<file path="src/rtl/p24_pkg.sv">
// Shared types, constants and round functions for the PRESENT-24 decrypt block.
`timescale 1ns / 1ps
`default_nettype none
package p24_pkg;

   localparam int BLOCK_W  = 24;
   localparam int NUM_KEYS = 11;
   localparam int PADDR_W  = 6;
   localparam int PDATA_W  = 64;
   localparam int REG_IDX_W = 3;

   typedef logic [BLOCK_W-1:0] block_type;
   typedef logic [NUM_KEYS-1:0][BLOCK_W-1:0] key_set_type;
   typedef logic [REG_IDX_W-1:0] reg_idx_type;

   localparam reg_idx_type REG_KEYS_0_1 = 3'd0;
   localparam reg_idx_type REG_KEYS_2_3 = 3'd1;
   localparam reg_idx_type REG_KEYS_4_5 = 3'd2;
   localparam reg_idx_type REG_KEYS_6_7 = 3'd3;
   localparam reg_idx_type REG_KEYS_8_9 = 3'd4;
   localparam reg_idx_type REG_KEY_TEN  = 3'd5;

   typedef struct packed {
      logic               psel;
      logic               penable;
      logic               pwrite;
      logic [PADDR_W-1:0] paddr;
      logic [PDATA_W-1:0] pwdata;
   } csr_req_type;

   localparam logic [4:0] PERM_DEST [0:BLOCK_W-1] = '{
      5'd0, 5'd4, 5'd8, 5'd12, 5'd16, 5'd20, 5'd1, 5'd5, 5'd9, 5'd13, 5'd17, 5'd21,
      5'd2, 5'd6, 5'd10, 5'd14, 5'd18, 5'd22, 5'd3, 5'd7, 5'd11, 5'd15, 5'd19, 5'd23
   };

   localparam logic [3:0] SBOX_INV [0:15] = '{
      4'h5, 4'hE, 4'hF, 4'h8, 4'hC, 4'h1, 4'h2, 4'hD,
      4'hB, 4'h4, 4'h6, 4'h3, 4'h0, 4'h7, 4'h9, 4'hA
   };

   function automatic block_type inv_permute(input block_type s);
      block_type r;
      r = '0;
      for (int i = 0; i < BLOCK_W; i++) begin
         r[PERM_DEST[i]] = s[i];
      end
      return r;
   endfunction

   function automatic block_type inv_substitute(input block_type s);
      block_type r;
      r = '0;
      for (int n = 0; n < BLOCK_W / 4; n++) begin
         r[4*n +: 4] = SBOX_INV[s[4*n +: 4]];
      end
      return r;
   endfunction

endpackage
`default_nettype wire

</file>
<file path="src/rtl/p24_key_regs.sv">
// Round key register file behind the APB-style configuration port.
`timescale 1ns / 1ps
`default_nettype none
module p24_key_regs (
   input  wire                          clock,
   input  wire                          reset,
   input  p24_pkg::csr_req_type         csr_req,
   output logic [p24_pkg::PDATA_W-1:0]  prdata,
   output p24_pkg::key_set_type         keys
);
   import p24_pkg::*;

   key_set_type keys_ff;
   key_set_type keys_in;
   reg_idx_type reg_idx;
   logic        write_en;

   assign reg_idx  = csr_req.paddr[PADDR_W-1:PADDR_W-REG_IDX_W];
   assign write_en = csr_req.psel && csr_req.penable && csr_req.pwrite;

   always_comb begin
      keys_in = keys_ff;
      if (write_en) begin
         case (reg_idx)
            REG_KEYS_0_1: begin
               keys_in[0] = csr_req.pwdata[BLOCK_W-1:0];
               keys_in[1] = csr_req.pwdata[2*BLOCK_W-1:BLOCK_W];
            end
            REG_KEYS_2_3: begin
               keys_in[2] = csr_req.pwdata[BLOCK_W-1:0];
               keys_in[3] = csr_req.pwdata[2*BLOCK_W-1:BLOCK_W];
            end
            REG_KEYS_4_5: begin
               keys_in[4] = csr_req.pwdata[BLOCK_W-1:0];
               keys_in[5] = csr_req.pwdata[2*BLOCK_W-1:BLOCK_W];
            end
            REG_KEYS_6_7: begin
               keys_in[6] = csr_req.pwdata[BLOCK_W-1:0];
               keys_in[7] = csr_req.pwdata[2*BLOCK_W-1:BLOCK_W];
            end
            REG_KEYS_8_9: begin
               keys_in[8] = csr_req.pwdata[BLOCK_W-1:0];
               keys_in[9] = csr_req.pwdata[2*BLOCK_W-1:BLOCK_W];
            end
            REG_KEY_TEN: begin
               keys_in[10] = csr_req.pwdata[BLOCK_W-1:0];
            end
            default: begin
            end
         endcase
      end
   end

   always_comb begin
      case (reg_idx)
         REG_KEYS_0_1: prdata = {16'd0, keys_ff[1], keys_ff[0]};
         REG_KEYS_2_3: prdata = {16'd0, keys_ff[3], keys_ff[2]};
         REG_KEYS_4_5: prdata = {16'd0, keys_ff[5], keys_ff[4]};
         REG_KEYS_6_7: prdata = {16'd0, keys_ff[7], keys_ff[6]};
         REG_KEYS_8_9: prdata = {16'd0, keys_ff[9], keys_ff[8]};
         REG_KEY_TEN:  prdata = {40'd0, keys_ff[10]};
         default:      prdata = '0;
      endcase
   end

   always_ff @(posedge clock) begin
      if (reset) begin
         keys_ff <= '0;
      end else begin
         keys_ff <= keys_in;
      end
   end

   assign keys = keys_ff;

endmodule
`default_nettype wire

</file>
<file path="src/rtl/p24_round_cell.sv">
// One decryption round cell: inverse permutation, inverse S-box, key add, stage register.
`timescale 1ns / 1ps
`default_nettype none
module p24_round_cell (
   input  wire                  clock,
   input  wire                  reset,
   input  wire                  valid_in,
   input  p24_pkg::block_type   data_in,
   input  p24_pkg::block_type   round_key,
   input  wire                  ready_in,
   output logic                 ready_out,
   output logic                 valid_out,
   output p24_pkg::block_type   data_out
);
   import p24_pkg::*;

   logic      valid_ff;
   block_type data_ff;
   block_type data_in_next;

   assign ready_out    = !valid_ff || ready_in;
   assign data_in_next = inv_substitute(inv_permute(data_in)) ^ round_key;

   always_ff @(posedge clock) begin
      if (reset) begin
         valid_ff <= 1'b0;
      end else if (ready_out) begin
         valid_ff <= valid_in;
      end
   end

   always_ff @(posedge clock) begin
      if (ready_out && valid_in) begin
         data_ff <= data_in_next;
      end
   end

   assign valid_out = valid_ff;
   assign data_out  = data_ff;

endmodule
`default_nettype wire

</file>
<file path="src/rtl/present24_block_decrypt.sv">
// Top level: reduced PRESENT 24-bit block decryption as a chain of round cells.
//
//   Channel   Direction  Handshake               Payload
//   req_      in         req_valid / req_stall   req_cipher_block [23:0]
//   rsp_      out        rsp_valid / rsp_stall   rsp_plain_block  [23:0]
//   csr_      in/out     APB-style, pready = 1   64-bit data, byte address 8*index
//
// One block enters per cycle while req_stall is low; each block passes through ROUNDS round cells.
// The last cell's register is the output register; each cell holds while its
// downstream neighbor is full and stalled, so bubbles close up under a stall.
// Reset clears all cell valid bits and sets every round key to zero.
`timescale 1ns / 1ps
`default_nettype none
module present24_block_decrypt #(
   parameter int ROUNDS = 10
) (
   input  wire                          clock,
   input  wire                          reset,
   input  wire                          req_valid,
   output logic                         req_stall,
   input  wire  [23:0]                  req_cipher_block,
   output logic                         rsp_valid,
   input  wire                          rsp_stall,
   output logic [23:0]                  rsp_plain_block,
   input  wire                          csr_psel,
   input  wire                          csr_penable,
   input  wire                          csr_pwrite,
   input  wire  [p24_pkg::PADDR_W-1:0]  csr_paddr,
   input  wire  [p24_pkg::PDATA_W-1:0]  csr_pwdata,
   output logic [p24_pkg::PDATA_W-1:0]  csr_prdata,
   output logic                         csr_pready
);
   import p24_pkg::*;

   csr_req_type csr_req;
   key_set_type keys;
   logic        stage_valid [0:ROUNDS];
   block_type   stage_data  [0:ROUNDS];
   logic        stage_ready [0:ROUNDS];

   assign csr_req.psel    = csr_psel;
   assign csr_req.penable = csr_penable;
   assign csr_req.pwrite  = csr_pwrite;
   assign csr_req.paddr   = csr_paddr;
   assign csr_req.pwdata  = csr_pwdata;
   assign csr_pready      = 1'b1;

   p24_key_regs u_key_regs (
      .clock   (clock),
      .reset   (reset),
      .csr_req (csr_req),
      .prdata  (csr_prdata),
      .keys    (keys)
   );

   assign stage_valid[0] = req_valid;
   assign stage_data[0]  = req_cipher_block ^ keys[ROUNDS];
   assign req_stall      = !stage_ready[0];

   for (genvar g = 0; g < ROUNDS; g++) begin : g_cell
      p24_round_cell u_cell (
         .clock     (clock),
         .reset     (reset),
         .valid_in  (stage_valid[g]),
         .data_in   (stage_data[g]),
         .round_key (keys[ROUNDS-1-g]),
         .ready_in  (stage_ready[g+1]),
         .ready_out (stage_ready[g]),
         .valid_out (stage_valid[g+1]),
         .data_out  (stage_data[g+1])
      );
   end

   assign stage_ready[ROUNDS] = !rsp_stall;
   assign rsp_valid           = stage_valid[ROUNDS];
   assign rsp_plain_block     = stage_data[ROUNDS];

endmodule
`default_nettype wire

</file>
<file path="config.mk">
export PLATFORM = sky130hd
export DESIGN_NAME = present24_block_decrypt
export DESIGN_NICKNAME = d
export VERILOG_FILES = /design/src/rtl/p24_pkg.sv /design/src/rtl/p24_key_regs.sv /design/src/rtl/p24_round_cell.sv /design/src/rtl/present24_block_decrypt.sv
export SDC_FILE = /design/constraint.sdc
export NUM_CORES = 1
export LEC_CHECK = 0
export BUFFER_PORTS_ARGS = -buffer_cell sky130_fd_sc_hd__buf_2
export CORE_MARGIN = 1.5
export CORE_UTILIZATION = 44
export CTS_CLUSTER_DIAMETER = 150
export DETAILED_ROUTE_END_ITERATION = 8
export GPL_ROUTABILITY_DRIVEN = 0
export SYNTH_ARGS = -nofsm -noshare
export SYNTH_HDL_FRONTEND = slang
export SYNTH_SLANG_ARGS = --single-unit
</file>
<file path="constraint.sdc">
create_clock -name clock -period 4.75 [get_ports clock]
set_clock_uncertainty 0.15 [all_clocks]
set_input_delay 1.1875 -clock clock [delete_from_list [all_inputs] [get_ports clock]]
set_output_delay 1.1875 -clock clock [all_outputs]
set_load 0.05 [all_outputs]
</file>
==> metrics.cfg <==
[synthesis]
async_reset_ff_share_pct = 0
yosysTopAreaCell = edfxtp_1
synth_most_common_cell = nand2_1
synthesis.area_um2 = 33100
netlist_instances = 3462
ys_types = 53
synth_edf_count = 240
avgSynthCellArea_um2 = 9.56
synth_area_leaders = edfxtp_1, dfxtp_1, ha_1, nand2_1, a21oi_1
synth_commonest_cells = nand2_1, a21oi_1, ha_1
ys_seq_area_share_pct = 38.3
ys_warn_count = 0
synth_flop_cell = dfxtp_1
ys_ff_latch = 514
synth_top_area_share_pct = 21.8

[sta]
rsz0062_at_grt = false
fmax_mhz = 233
holdWs_ns = 0.307
setup_viol = 0
fin_crit_ns = 4.30
fin_crit_sh_pct = 90.5
worstMarginPinSlew_ns = 1.21
setup-tns-final_ns = 0
finalHoldViolCount = 0
timing.slew.headroom_pct = 19.6
slew_viol_final = 0

[cells_and_area]
final_core_util_pct = 49.8
drive_above_1_share_pct = 12.5
antenna_cells = 0
areaGrowthSynthToFinish_pct = 12.0
layout.nets = 4007

[routing]
wl_per_cell_um = 23.5
postRouteAntennaNets = 0
drc = 0
viasPerCell = 5.61
drtPass1Iterations = 6
drt_wl_total_um = 107000
dr.first_iter.drc_count = 2937
via_count = 25600

[die]
num_rows = 100
core_um2 = 74400
die_h_um = 277
pin_count = 192
die_area_um2 = 76900
die_x_um = 277
initial_core_util_pct = 44.5

[critical_path]
cp_num_buf_inv = 2
worstPathArrival_ns = 2.96
worstPathRequired_ns = 3.41
max_stage_delay_ns = 0.66
critPathKind = in2out
worstSetupEndpointType = output pin
cp-start-kind = primary input
cp_top_family = compound AO/OA/AOI/OAI gates
cp_cell_sequence = buf_4 > and2_1 > a21oi_1 > o221ai_1 > buf_12
crit_path_top_delay_cell = o221ai_1
path_max_fanout = 18
rrSetupSlack_ns = 1.93

[cts]
clock_sinks = 514
cts-hold-fix-buffers = 0
post_cts.repair.setup_buffers = 0
clk-insertion-delay-late_ns = 0.63
cts_tree = built
h-tree-depth = 2
clk_pin_slew_ns = 0.06
cts_made_buffers = 56
cts_max_path_buffers = 3
cts_resized = 0
cts-root-buf = clkbuf_16

[status]
outcome = completed

[power]
power_mw = 10.8
clkPwrFrac_pct = 43.5
p_leak_nw = 14.6
ir_drop_mv = 0.270
swShare_pct = 25.7
internal_power_mw = 8.04
seq_power_share_pct = 45.0
power_density_nw_per_um2 = 292
p_comb_share_pct = 11.5
p_switching_mw = 2.78

[place]
dp_hpwl_um = 84000
port_buffers = 155

[global_routing]
grt_start_max_net_pins = 125
grt_pass1_wl_um = 154000
grt_overflow = 0
grt_pass1_vias = 23200
grtUsageTotal_pct = 27.2
antenna_found_initial = 5

[job]
maxCapViolations = 0

[hold_path]
worstHoldPathType = reg2reg

==> per-layer routing <==
layer	share of wire, %	track usage (%)	vias up
li1	-	-	12100
met1	40	36.3	12200
met2	45	42.9	1080
met3	8.5	3.60	192
met4	6.1	15.0	2
met5	0.012	0	-
==> final timing paths <==
check | start | end | cells past startpoint
worst min-delay path | g_cell[7].u_cell.valid_out | g_cell[8].u_cell.valid_out | 2
worst max register to register | u_key_regs.keys[250] | g_cell[0].u_cell.data_out[16] | 6
worst max-delay path | csr_paddr[3] | csr_prdata[1] | 5
worst min register to register | g_cell[7].u_cell.valid_out | g_cell[8].u_cell.valid_out | 2
==> state kept, by name (all words and copies together) (netlist names) <==
register                 flops
g_cell.u_cell.data_out     240
g_cell.u_cell.valid_out     10
u_key_regs.keys            264
==> kinds of logic (layout without fill, tap and decap cells) <==
group	Yosys count	after routing	share of synthesized area, %
compound gates	798	798	14.3
simple gates	790	790	9.65
flops	514	514	38.3
buf+inv	479	600	6.00
fa+ha+maj	356	356	13.5
xor+xnor	287	287	7.75
mux	236	236	10.5
other cells	2	17	0.0227
==> stage by stage <==
step / std cells / instance area, um^2 / setup slack, ns
2_1_floorplan: 3477 / 33200 / 0.461
3_3_place_gp: 4461 / 35100 / 0.507
3_5_place_dp: 4461 / 35100 / 0.507
4_1_cts: 4567 / 37100 / 0.498
5_1_grt: 4567 / 37100 / 0.432
6_report: 4567 / 37100 / 0.451
==> area by class of cell <==
type                            instances  area [um^2]
Clock buffer                           90         1800
Tap cell                              969         1210
Clock inverter                         16          194
Multi-Input combinational cell       2484        18600
Sequential cell                       514        12700
Fill cell                            6712        37400
Inverter                              291         1090
Timing Repair Buffer                  203         1520
==> power groups by stage <==
| stage | clock, mW | combinational [mW] | sequential (mW) |
|---|---|---|---|
| 2_1_floorplan | 0 | 0.875 | 4.89 |
| 3_3_place_gp | 0 | 1.21 | 4.96 |
| 3_5_place_dp | 0 | 1.23 | 4.96 |
| 4_1_cts | 4.76 | 1.24 | 4.87 |
| 5_1_grt | 4.92 | 1.33 | 4.88 |
| 6_report | 4.71 | 1.24 | 4.87 |
==> worst reg2reg max path, stage by stage, from the launching register on <==
cell and delay, ns:
dfxtp_1 0.34, xnor2_1 0.50, inv_1 0.14, ha_1 0.37, mux2_2 0.28, mux2i_1 0.62
xnor2_1 0.14
==> placed cells by master (no fill, tap or decap), types with 103 or more instances in the layout <==
cell      netlist  final
dfxtp_1       274    274
inv_1         291    291
a21oi_1       425    424
xnor2_1       213    213
ha_1          356    356
mux2i_1       103    103
edfxtp_1      240    240
o21ai_0       130    130
buf_2          43    135
nand2_1       637    636
Power figures use the tool's default switching activity.
